### src/rtl/core/hbpf_pkg.sv
// Shared types and constants for the handle-bracketed payload finder.
package hbpf_pkg;

   // Fixed field widths
   localparam int BASE_W   = 3;
   localparam int BASES_W  = 63;
   localparam int LEN_W    = 5;
   localparam int LIMIT_W  = 2;
   localparam int POS_W    = 9;
   localparam int CSR_IDX_W = 3;
   localparam int CSR_DATA_W = 63;

   // Configuration register indexes
   localparam logic [CSR_IDX_W-1:0] CSR_FIVE_BASES = 3'd0;
   localparam logic [CSR_IDX_W-1:0] CSR_FIVE_LEN   = 3'd1;
   localparam logic [CSR_IDX_W-1:0] CSR_B_BASES    = 3'd2;
   localparam logic [CSR_IDX_W-1:0] CSR_B_LEN      = 3'd3;
   localparam logic [CSR_IDX_W-1:0] CSR_A_BASES    = 3'd4;
   localparam logic [CSR_IDX_W-1:0] CSR_A_LEN      = 3'd5;
   localparam logic [CSR_IDX_W-1:0] CSR_LIMIT      = 3'd6;

   // Reset values of the configuration registers
   localparam logic [LEN_W-1:0]   MOTIF_LEN_RESET = 5'd21;
   localparam logic [LIMIT_W-1:0] LIMIT_RESET     = 2'd1;

   // One configured motif as seen by a matcher
   typedef struct packed {
      logic [BASES_W-1:0] bases;
      logic [LEN_W-1:0]   len;
   } motif_cfg_type;

endpackage

### src/rtl/core/hbpf_motif_match.sv
// Approximate motif compare of the newest window bases within a mismatch limit.
module hbpf_motif_match import hbpf_pkg::*; #(
   parameter int MAX_MOTIF_LEN = 21,
   parameter int CNT_W = 10
) (
   input  logic [3*MAX_MOTIF_LEN-1:0] window,
   input  motif_cfg_type              motif,
   input  logic [LIMIT_W-1:0]         limit,
   input  logic [CNT_W-1:0]           count,
   output logic                       hit
);

   localparam int MC_W = $clog2(MAX_MOTIF_LEN + 1);
   localparam int CMP_W = MC_W + LIMIT_W;

   logic                      len_ok;
   logic                      count_ok;
   logic [LEN_W-1:0]          gap;
   logic [LEN_W+1:0]          gap3;
   logic [3*MAX_MOTIF_LEN-1:0] seg;
   logic [MAX_MOTIF_LEN-1:0]  miss;
   logic [MC_W-1:0]           miss_count;

   // Qualify the motif length against the window and the bases seen
   assign len_ok   = (motif.len != '0) && (motif.len <= LEN_W'(MAX_MOTIF_LEN));
   assign count_ok = count >= CNT_W'(motif.len);

   // Align the newest len bases to slot zero
   assign gap  = LEN_W'(MAX_MOTIF_LEN) - motif.len;
   assign gap3 = {1'b0, gap, 1'b0} + {2'b00, gap};
   assign seg  = window >> gap3;

   // Flag a mismatch per motif base
   always_comb begin
      for (int i = 0; i < MAX_MOTIF_LEN; i++) begin
         miss[i] = (LEN_W'(i) < motif.len) &&
                   (seg[3*i +: 3] != motif.bases[3*i +: 3]);
      end
   end

   assign miss_count = MC_W'($countones(miss));
   assign hit = len_ok && count_ok && (CMP_W'(miss_count) <= CMP_W'(limit));

endmodule

### src/rtl/core/handle_bracketed_payload_finder.sv
// Top level: streams read bases, tracks handle matches and emits one result per read.
// Timing: a base is registered at accept; a last base's result is loaded into the
//    result register when that base moves on, and is offered on rsp_ from there.
// Throughput: one base per cycle; the per-read match state is updated in a single
//    pass, and a last base waits only while the previous result is held by rsp_stall.
// Reset: synchronous, active high; clears handshake state, read state and sets the
//    configuration registers to their defaults.
module handle_bracketed_payload_finder import hbpf_pkg::*; #(
   parameter int MAX_READ_LEN = 512,
   parameter int MAX_MOTIF_LEN = 21
) (
   input  logic                  clock,
   input  logic                  reset,
   // Configuration write port
   input  logic                  csr_write_enable,
   input  logic [CSR_IDX_W-1:0]  csr_index,
   input  logic [CSR_DATA_W-1:0] csr_write_data,
   // Base stream
   input  logic                  req_valid,
   output logic                  req_stall,
   input  logic [BASE_W-1:0]     req_base_code,
   input  logic                  req_last_base,
   // Result stream
   output logic                  rsp_valid,
   input  logic                  rsp_stall,
   output logic                  rsp_payload_valid,
   output logic                  rsp_rule_used,
   output logic [POS_W-1:0]      rsp_payload_offset,
   output logic [POS_W-1:0]      rsp_payload_length,
   output logic                  rsp_read_overflow
);

   localparam int WIN_W = 3 * MAX_MOTIF_LEN;
   localparam int CNT_W = $clog2(MAX_READ_LEN + 2);
   localparam int EW    = CNT_W + 1;
   localparam logic [CNT_W-1:0] CNT_MAX = CNT_W'(MAX_READ_LEN);

   // Configuration registers
   motif_cfg_type        five_cfg_ff, b_cfg_ff, a_cfg_ff;
   logic [LIMIT_W-1:0]   limit_ff;

   // Input register
   logic                 in_valid_ff, in_valid_in;
   logic [BASE_W-1:0]    in_code_ff, in_code_in;
   logic                 in_last_ff, in_last_in;

   // Per-read state
   logic [WIN_W-1:0]     window_ff, window_in;
   logic [CNT_W-1:0]     count_ff, count_in;
   logic                 five_found_ff, five_found_in;
   logic                 b_found_ff, b_found_in;
   logic                 a_found_ff, a_found_in;
   logic [CNT_W-1:0]     five_start_ff, five_start_in;
   logic [CNT_W-1:0]     b_start_ff, b_start_in;
   logic [CNT_W-1:0]     a_start_ff, a_start_in;

   // Result register
   logic                 out_valid_ff, out_valid_in;
   logic                 out_pvalid_ff, out_pvalid_in;
   logic                 out_rule_ff, out_rule_in;
   logic [POS_W-1:0]     out_start_ff, out_start_in;
   logic [POS_W-1:0]     out_len_ff, out_len_in;
   logic                 out_ovf_ff, out_ovf_in;

   // Working signals
   logic                 advance;
   logic                 accept;
   logic [CNT_W-1:0]     count_new;
   logic                 overflow;
   logic [WIN_W-1:0]     window_shift;
   logic                 five_hit, b_hit, a_hit;
   logic                 five_new, b_new, a_new;
   logic                 five_found_nx, b_found_nx, a_found_nx;
   logic [CNT_W-1:0]     five_start_nx, b_start_nx, a_start_nx;
   logic [EW-1:0]        five_end;
   logic [EW-1:0]        b_start_ext;
   logic [EW-1:0]        gap_len;
   logic [EW+POS_W-1:0]  start_wide;
   logic [EW+POS_W-1:0]  len_wide;

   // Move the held base on unless its result has no room
   assign advance   = in_valid_ff && (!in_last_ff || !out_valid_ff || !rsp_stall);
   assign req_stall = in_valid_ff && !advance;
   assign accept    = req_valid && !req_stall;

   // Shift the new base into the top slot
   for (genvar k = 0; k < MAX_MOTIF_LEN; k++) begin : g_slot
      if (k == MAX_MOTIF_LEN - 1) begin : g_top
         assign window_shift[3*k +: 3] = in_code_ff;
      end else begin : g_mid
         assign window_shift[3*k +: 3] = window_ff[3*(k+1) +: 3];
      end
   end

   // Saturating base count; passing the maximum marks overflow
   assign count_new = (count_ff <= CNT_MAX) ? count_ff + 1'b1 : count_ff;
   assign overflow  = count_new > CNT_MAX;

   // Compare the three handles against the updated window
   hbpf_motif_match #(.MAX_MOTIF_LEN(MAX_MOTIF_LEN), .CNT_W(CNT_W)) u_five_match (
      .window(window_shift), .motif(five_cfg_ff), .limit(limit_ff),
      .count(count_new), .hit(five_hit)
   );
   hbpf_motif_match #(.MAX_MOTIF_LEN(MAX_MOTIF_LEN), .CNT_W(CNT_W)) u_b_match (
      .window(window_shift), .motif(b_cfg_ff), .limit(limit_ff),
      .count(count_new), .hit(b_hit)
   );
   hbpf_motif_match #(.MAX_MOTIF_LEN(MAX_MOTIF_LEN), .CNT_W(CNT_W)) u_a_match (
      .window(window_shift), .motif(a_cfg_ff), .limit(limit_ff),
      .count(count_new), .hit(a_hit)
   );

   // Record only the first match of each handle
   assign five_new      = !overflow && !five_found_ff && five_hit;
   assign b_new         = !overflow && !b_found_ff && b_hit;
   assign a_new         = !overflow && !a_found_ff && a_hit;
   assign five_found_nx = five_found_ff || five_new;
   assign b_found_nx    = b_found_ff || b_new;
   assign a_found_nx    = a_found_ff || a_new;
   assign five_start_nx = five_new ? count_new - CNT_W'(five_cfg_ff.len) : five_start_ff;
   assign b_start_nx    = b_new ? count_new - CNT_W'(b_cfg_ff.len) : b_start_ff;
   assign a_start_nx    = a_new ? count_new - CNT_W'(a_cfg_ff.len) : a_start_ff;

   // Bracket geometry from the held five-prime length
   assign five_end    = EW'(five_start_nx) + EW'(five_cfg_ff.len);
   assign b_start_ext = EW'(b_start_nx);
   assign gap_len     = b_start_ext - five_end;

   // Next state of input, read state and result registers
   always_comb begin
      in_valid_in   = in_valid_ff;
      in_code_in    = in_code_ff;
      in_last_in    = in_last_ff;
      window_in     = window_ff;
      count_in      = count_ff;
      five_found_in = five_found_ff;
      b_found_in    = b_found_ff;
      a_found_in    = a_found_ff;
      five_start_in = five_start_ff;
      b_start_in    = b_start_ff;
      a_start_in    = a_start_ff;
      out_valid_in  = out_valid_ff;
      out_pvalid_in = out_pvalid_ff;
      out_rule_in   = out_rule_ff;
      out_start_in  = out_start_ff;
      out_len_in    = out_len_ff;
      out_ovf_in    = out_ovf_ff;
      start_wide    = '0;
      len_wide      = '0;

      // Drop a delivered result
      if (out_valid_ff && !rsp_stall) begin
         out_valid_in = 1'b0;
      end

      // Free or refill the input register
      if (advance) begin
         in_valid_in = 1'b0;
      end
      if (accept) begin
         in_valid_in = 1'b1;
         in_code_in  = req_base_code;
         in_last_in  = req_last_base;
      end

      if (advance) begin
         // Update read state
         count_in = count_new;
         if (!overflow) begin
            window_in = window_shift;
         end
         five_found_in = five_found_nx;
         b_found_in    = b_found_nx;
         a_found_in    = a_found_nx;
         five_start_in = five_start_nx;
         b_start_in    = b_start_nx;
         a_start_in    = a_start_nx;

         if (in_last_ff) begin
            // Pick the rule and load the result
            out_valid_in  = 1'b1;
            out_ovf_in    = overflow;
            out_pvalid_in = 1'b0;
            out_rule_in   = 1'b0;
            if (!overflow) begin
               priority if (five_found_nx && b_found_nx && (b_start_ext > five_end)) begin
                  out_pvalid_in = 1'b1;
                  out_rule_in   = 1'b0;
                  start_wide    = {{POS_W{1'b0}}, five_end};
                  len_wide      = {{POS_W{1'b0}}, gap_len};
               end else if (a_found_nx) begin
                  out_pvalid_in = 1'b1;
                  out_rule_in   = 1'b1;
                  len_wide      = {{(POS_W+1){1'b0}}, a_start_nx};
               end else begin
                  out_pvalid_in = 1'b0;
               end
            end
            out_start_in = start_wide[POS_W-1:0];
            out_len_in   = len_wide[POS_W-1:0];

            // Clear read state for the next read
            count_in      = '0;
            five_found_in = 1'b0;
            b_found_in    = 1'b0;
            a_found_in    = 1'b0;
         end
      end
   end

   // Configuration registers
   always_ff @(posedge clock) begin
      if (reset) begin
         five_cfg_ff <= '{bases: '0, len: MOTIF_LEN_RESET};
         b_cfg_ff    <= '{bases: '0, len: MOTIF_LEN_RESET};
         a_cfg_ff    <= '{bases: '0, len: MOTIF_LEN_RESET};
         limit_ff    <= LIMIT_RESET;
      end else if (csr_write_enable) begin
         unique case (csr_index)
            CSR_FIVE_BASES: five_cfg_ff.bases <= csr_write_data[BASES_W-1:0];
            CSR_FIVE_LEN:   five_cfg_ff.len   <= csr_write_data[LEN_W-1:0];
            CSR_B_BASES:    b_cfg_ff.bases    <= csr_write_data[BASES_W-1:0];
            CSR_B_LEN:      b_cfg_ff.len      <= csr_write_data[LEN_W-1:0];
            CSR_A_BASES:    a_cfg_ff.bases    <= csr_write_data[BASES_W-1:0];
            CSR_A_LEN:      a_cfg_ff.len      <= csr_write_data[LEN_W-1:0];
            CSR_LIMIT:      limit_ff          <= csr_write_data[LIMIT_W-1:0];
            default: begin
            end
         endcase
      end
   end

   // Control state
   always_ff @(posedge clock) begin
      if (reset) begin
         in_valid_ff   <= 1'b0;
         count_ff      <= '0;
         five_found_ff <= 1'b0;
         b_found_ff    <= 1'b0;
         a_found_ff    <= 1'b0;
         out_valid_ff  <= 1'b0;
      end else begin
         in_valid_ff   <= in_valid_in;
         count_ff      <= count_in;
         five_found_ff <= five_found_in;
         b_found_ff    <= b_found_in;
         a_found_ff    <= a_found_in;
         out_valid_ff  <= out_valid_in;
      end
   end

   // Payload registers
   always_ff @(posedge clock) begin
      in_code_ff    <= in_code_in;
      in_last_ff    <= in_last_in;
      window_ff     <= window_in;
      five_start_ff <= five_start_in;
      b_start_ff    <= b_start_in;
      a_start_ff    <= a_start_in;
      out_pvalid_ff <= out_pvalid_in;
      out_rule_ff   <= out_rule_in;
      out_start_ff  <= out_start_in;
      out_len_ff    <= out_len_in;
      out_ovf_ff    <= out_ovf_in;
   end

   assign rsp_valid          = out_valid_ff;
   assign rsp_payload_valid  = out_pvalid_ff;
   assign rsp_rule_used      = out_rule_ff;
   assign rsp_payload_offset = out_start_ff;
   assign rsp_payload_length = out_len_ff;
   assign rsp_read_overflow  = out_ovf_ff;

   // An overflowed read never reports a payload
   assert property (@(posedge clock) disable iff (reset)
      rsp_valid && rsp_read_overflow |-> !rsp_payload_valid)
      else $error("overflowed read reported a payload");

   // An invalid result carries zero fields
   assert property (@(posedge clock) disable iff (reset)
      rsp_valid && !rsp_payload_valid |->
         !rsp_rule_used && (rsp_payload_offset == '0) && (rsp_payload_length == '0))
      else $error("invalid result with nonzero fields");

   // Stall only while a held base cannot move on
   assert property (@(posedge clock) disable iff (reset)
      req_stall |-> in_valid_ff && in_last_ff && out_valid_ff && rsp_stall)
      else $error("input stalled without a blocked result");

   // Base count never runs past its saturation point
   assert property (@(posedge clock) disable iff (reset)
      count_ff <= CNT_MAX + 1'b1)
      else $error("base count beyond saturation");

   // The prefix rule starts at the first base
   assert property (@(posedge clock) disable iff (reset)
      rsp_valid && rsp_payload_valid && rsp_rule_used |-> rsp_payload_offset == '0)
      else $error("prefix payload not at read start");

endmodule

### config.mk
export PLATFORM = sky130hd
export DESIGN_NAME = handle_bracketed_payload_finder
export DESIGN_NICKNAME = d
export VERILOG_FILES = /design/src/rtl/core/hbpf_pkg.sv /design/src/rtl/core/hbpf_motif_match.sv /design/src/rtl/core/handle_bracketed_payload_finder.sv
export SDC_FILE = /design/constraint.sdc
export NUM_CORES = 2
export LEC_CHECK = 0
export CAP_MARGIN = 30
export CELL_PAD_IN_SITES_DETAIL_PLACEMENT = 1
export CELL_PAD_IN_SITES_GLOBAL_PLACEMENT = 2
export CORE_AREA = 2 2 269 271
export CTS_CLUSTER_DIAMETER = 150
export DETAILED_ROUTE_END_ITERATION = 16
export DIE_AREA = 0 0 271 273
export DONT_BUFFER_PORTS = 1
export MAX_ROUTING_LAYER = met4
export PLACE_DENSITY_LB_ADDON = 0.05
export SYNTH_ARGS = -nofsm -noshare
export SYNTH_HDL_FRONTEND = slang
export SYNTH_SLANG_ARGS = --single-unit
### constraint.sdc
create_clock -name clock -period 29.3 [get_ports clock]
set_clock_uncertainty 0.2 [all_clocks]
set_input_delay 5.86 -clock clock [delete_from_list [all_inputs] [get_ports clock]]
set_output_delay 5.86 -clock clock [all_outputs]
set_load 0.01 [all_outputs]
==> qor.log <==
qor: critical_path.crit_family adder cells
qor: finish.syn2layout_area_growth 7.41%
qor: synth.synth_top_area_frac 0.140
qor: critical_path.critical_path_buf_inv_count 4
qor: synth.syn_inst 3679
qor: global_route.largest_net_degree_at_the_start_of_global_routing 220
qor: clock_network.cts.sinks 335
qor: run.number_of_maximum_capacitance_constraint_violations 0
qor: global_route.globalRouteTotalUtil 0.387
qor: global_route.grt_antenna_before_repair 4
qor: synth.synth-simple-area-share 0.168
qor: min_path.holdCritPathClass flip-flop to flip-flop
qor: floorplan.placementRows 98
qor: critical_path.critPathRequiredTime 29470 ps
qor: synth.synth.yosys.warnings 0
qor: sta.timing.final.crit_period 14380 ps
qor: routing.routedWlPerCell 31.5 µm
qor: synth.post_synth_fa_ha_maj_area_fraction 0.0732
qor: critical_path.worstPathArrival 14550 ps
qor: routing.drt_drc_violations_left 0
qor: routing.routed_via_density 6.62
qor: synth.seq_area_frac_synth 0.248
qor: sta.final_max_slew_viol_count 0
qor: clock_network.tritoncts built
qor: place.dp_hpwl 109000 µm
qor: critical_path.worst_setup_path_end_kind flip-flop
qor: global_route.grt.overflow.total 0
qor: routing.dr_total_vias 29700
qor: floorplan.floorplan.core_area 0.0710 mm²
qor: clock_network.clk_latency 620 ps
qor: sta.fin_tns_setup 0 ps
qor: clock_network.post_cts_hold_buffer_count 0
qor: sta.fmaxAchievable 69.6 MHz
qor: power_and_ir_drop.vdd_ir_drop_max 139 µV
qor: routing.drtIter0Drc 3405
qor: finish.post-route-cell-area 0.0340 mm²
qor: synth.synth.lib_cells_used.distinct 91
qor: synth.syn_area 0.0316 mm²
qor: clock_network.cts_buffer_depth 3
qor: routing.detail_route.wirelength 141000 µm
qor: floorplan.chipHeight 273 µm
qor: finish.num-fill-cells 8113
qor: global_route.grt_pass1_wl 206000 µm
qor: place.place.gp.congestion 1.00
qor: power_and_ir_drop.power_density 94.5 mW/mm²
qor: place.placedInstanceArea 0.0323 mm²
qor: synth.yosys-mux-area-fraction 0.232
qor: synth.dominant_combinational_cell_family_by_area_after_synthesis multiplexers
qor: synth.synth_area_in_compound_gates 0.160
qor: floorplan.pin_count 98
qor: synth.synth_edf_count 114
qor: synth.mappedNetlistNets 3909
qor: clock_network.h-tree-depth 2
qor: synth.synth.top_cells.by_area dfxtp_1 14%, mux4_2 13%, edfxtp_1 11%
qor: critical_path.cp_slowest_cell a221oi_2
qor: clock_network.clkSlewWorstSetupHoldPaths 60 ps
qor: routing.drt_pass1_iterations 5
qor: synth.synth_area_per_cell 8.59 µm²
qor: sta.timing.final.setup_violations 0
qor: global_route.first_global_vias 29600
qor: sta.worst-slew-pin-transition 1170 ps
qor: critical_path.critPathMaxStageDelay 720 ps
qor: sta.maxSlewHeadroom 0.209
qor: sta.setup_repair_after_global_routing_missed_its_margin false
qor: floorplan.initial_core_util 0.445
qor: finish.layout-drive-gt1-share 0.139
qor: outcome.run_status finished, final reports clean
qor: clock_network.cts_buffer_count 45
qor: sta.final-hold-violation-count 0
qor: clock_network.post_cts_resized 0
qor: place.number_of_port_buffers 0
qor: power_and_ir_drop.total_leakage_power 13.1 nW
qor: clock_network.clock-root-buffer clkbuf_16
qor: clock_network.cts_setup_buffers 0
qor: critical_path.maximum_fanout_count_along_the_critical_path 20
qor: synth.postSynth.asyncResetShare 0
qor: finish.net_count_of_the_finished_layout 3725
qor: routing.final_antenna_net_count 0
qor: floorplan.floorplan_die_width 271 µm
qor: floorplan.die-area 0.0740 mm²
qor: sta.final_min_period_over_clock_period 0.491
qor: synth.synth_top_area_cell dfxtp_1
qor: synth.yosys_register_bits 335
qor: synth.yosys.area_share.xor_xnor 0.0601
qor: synth.ys_dominant_reg_cell dfxtp_1
qor: critical_path.worst-setup-path-type flip-flop to flip-flop
qor: critical_path.worst_setup_path_start_kind flip-flop
worst paths after layout:
kind	end	cells after the start	startpoint	slack (ps)
setup reg to reg	rsp_payload_length[1]	43	five_cfg_ff[1]	14920
hold reg to reg	b_cfg_ff[64]	2	b_cfg_ff[64]	270
hold / removal	b_cfg_ff[64]	2	b_cfg_ff[64]	270
setup / recovery	rsp_payload_length[1]	43	five_cfg_ff[1]	14920
power breakdown:
part | internal (mW) | total [mW] | switching, mW
Combinational | 0.836 | 2.10 | 1.27
Sequential | 0.494 | 0.521 | 0.0265
Clock | 0.341 | 0.586 | 0.244
Total | 1.67 | 3.21 | 1.54
flip-flops by register name, indices dropped and copies added, names as in the netlist, 3 cells and up:
name	cells
rsp_payload_offset	9
in_code_ff	3
b_start_ff	10
rsp_payload_length	9
a_cfg_ff	68
b_cfg_ff	68
five_start_ff	10
count_ff	10
a_start_ff	9
five_cfg_ff	68
window_ff	60
worst min-delay path: stages, from the launching register on:
cell and delay (ps):
dfxtp_1 320, nand2_1 60, a21oi_1 50
through the flow:
stage / hold WS, ps / util / setup WS [ps] / instances / total power, mW
after floorplan: 242 / - / 17160 / 3679 / 1.94
after global placement: 255 / 0.454 / 15560 / 4390 / 2.48
after detailed placement: 261 / 0.455 / 15260 / 4394 / 2.56
after CTS: 271 / 0.477 / 15070 / 4476 / 3.18
after global routing: 292 / 0.478 / 14270 / 4487 / 3.50
final: 271 / 0.478 / 14920 / 4487 / 3.21
synthesized netlist by cell type (98+ instances only):
| master | number |
|---|---|
| inv_1 | 165 |
| clkbuf_1 | 203 |
| nand2_1 | 671 |
| ha_1 | 105 |
| mux4_2 | 181 |
| dfxtp_1 | 221 |
| mux2i_1 | 203 |
| nor2_1 | 230 |
| xnor2_1 | 103 |
| a21oi_1 | 407 |
| mux2_2 | 98 |
| o21ai_0 | 106 |
| edfxtp_1 | 114 |
cell usage in the layout, fill, tap and decap left out, types with 9 or more instances in the layout:
cell type,synthesis,final
o211ai_1,17,17
a211oi_1,34,34
nor3b_1,22,22
nand3_1,53,52
clkbuf_16,0,47
buf_4,3,56
a31oi_1,63,63
fa_1,50,50
mux4_2,181,181
edfxtp_1,114,114
nand3b_1,12,12
a22oi_1,18,18
nor3_1,51,51
o22ai_1,35,35
ha_1,105,102
dfxtp_1,221,218
mux2_2,98,98
nand4_1,18,18
mux2i_1,203,203
o21a_1,18,18
xor2_1,91,86
o21ai_0,106,106
nand2b_1,12,12
nor2_1,230,227
inv_1,165,165
xnor2_1,103,97
nand2_1,671,669
o32ai_1,29,29
and3_1,19,18
nor4b_1,22,22
nor4_1,9,9
a21oi_1,407,406
a211o_1,16,16
nor2b_1,28,28
layout make-up:
class                      instances  area (µm²)  area share
clock buffer                      60        1290      0.0381
inverter                         167         627      0.0185
timing repair buffer              64         553      0.0163
antenna                            7        17.5    0.000516
multi-input combinational       2882       22100       0.652
sequential                       335        7860       0.231
tap                              950        1190      0.0350
clock inverter                    22         273     0.00803
cells by family (layout without fill, tap and decap cells):
group | count (synthesis) | after routing
mux | 490 | 490
buf+inv | 462 | 313
compound gates | 834 | 834
xor+xnor | 203 | 203
other cells | 0 | 7
flops | 335 | 335
fa+ha+maj | 155 | 155
simple gates | 1200 | 1200
layer usage:
metal | track usage | share of wire
met5 | - | 0
met1 | 0.500 | 0.42
met3 | 0.0801 | 0.085
met2 | 0.595 | 0.45
met4 | 0.150 | 0.044
Note: power is estimated with default switching activity, not from simulation.
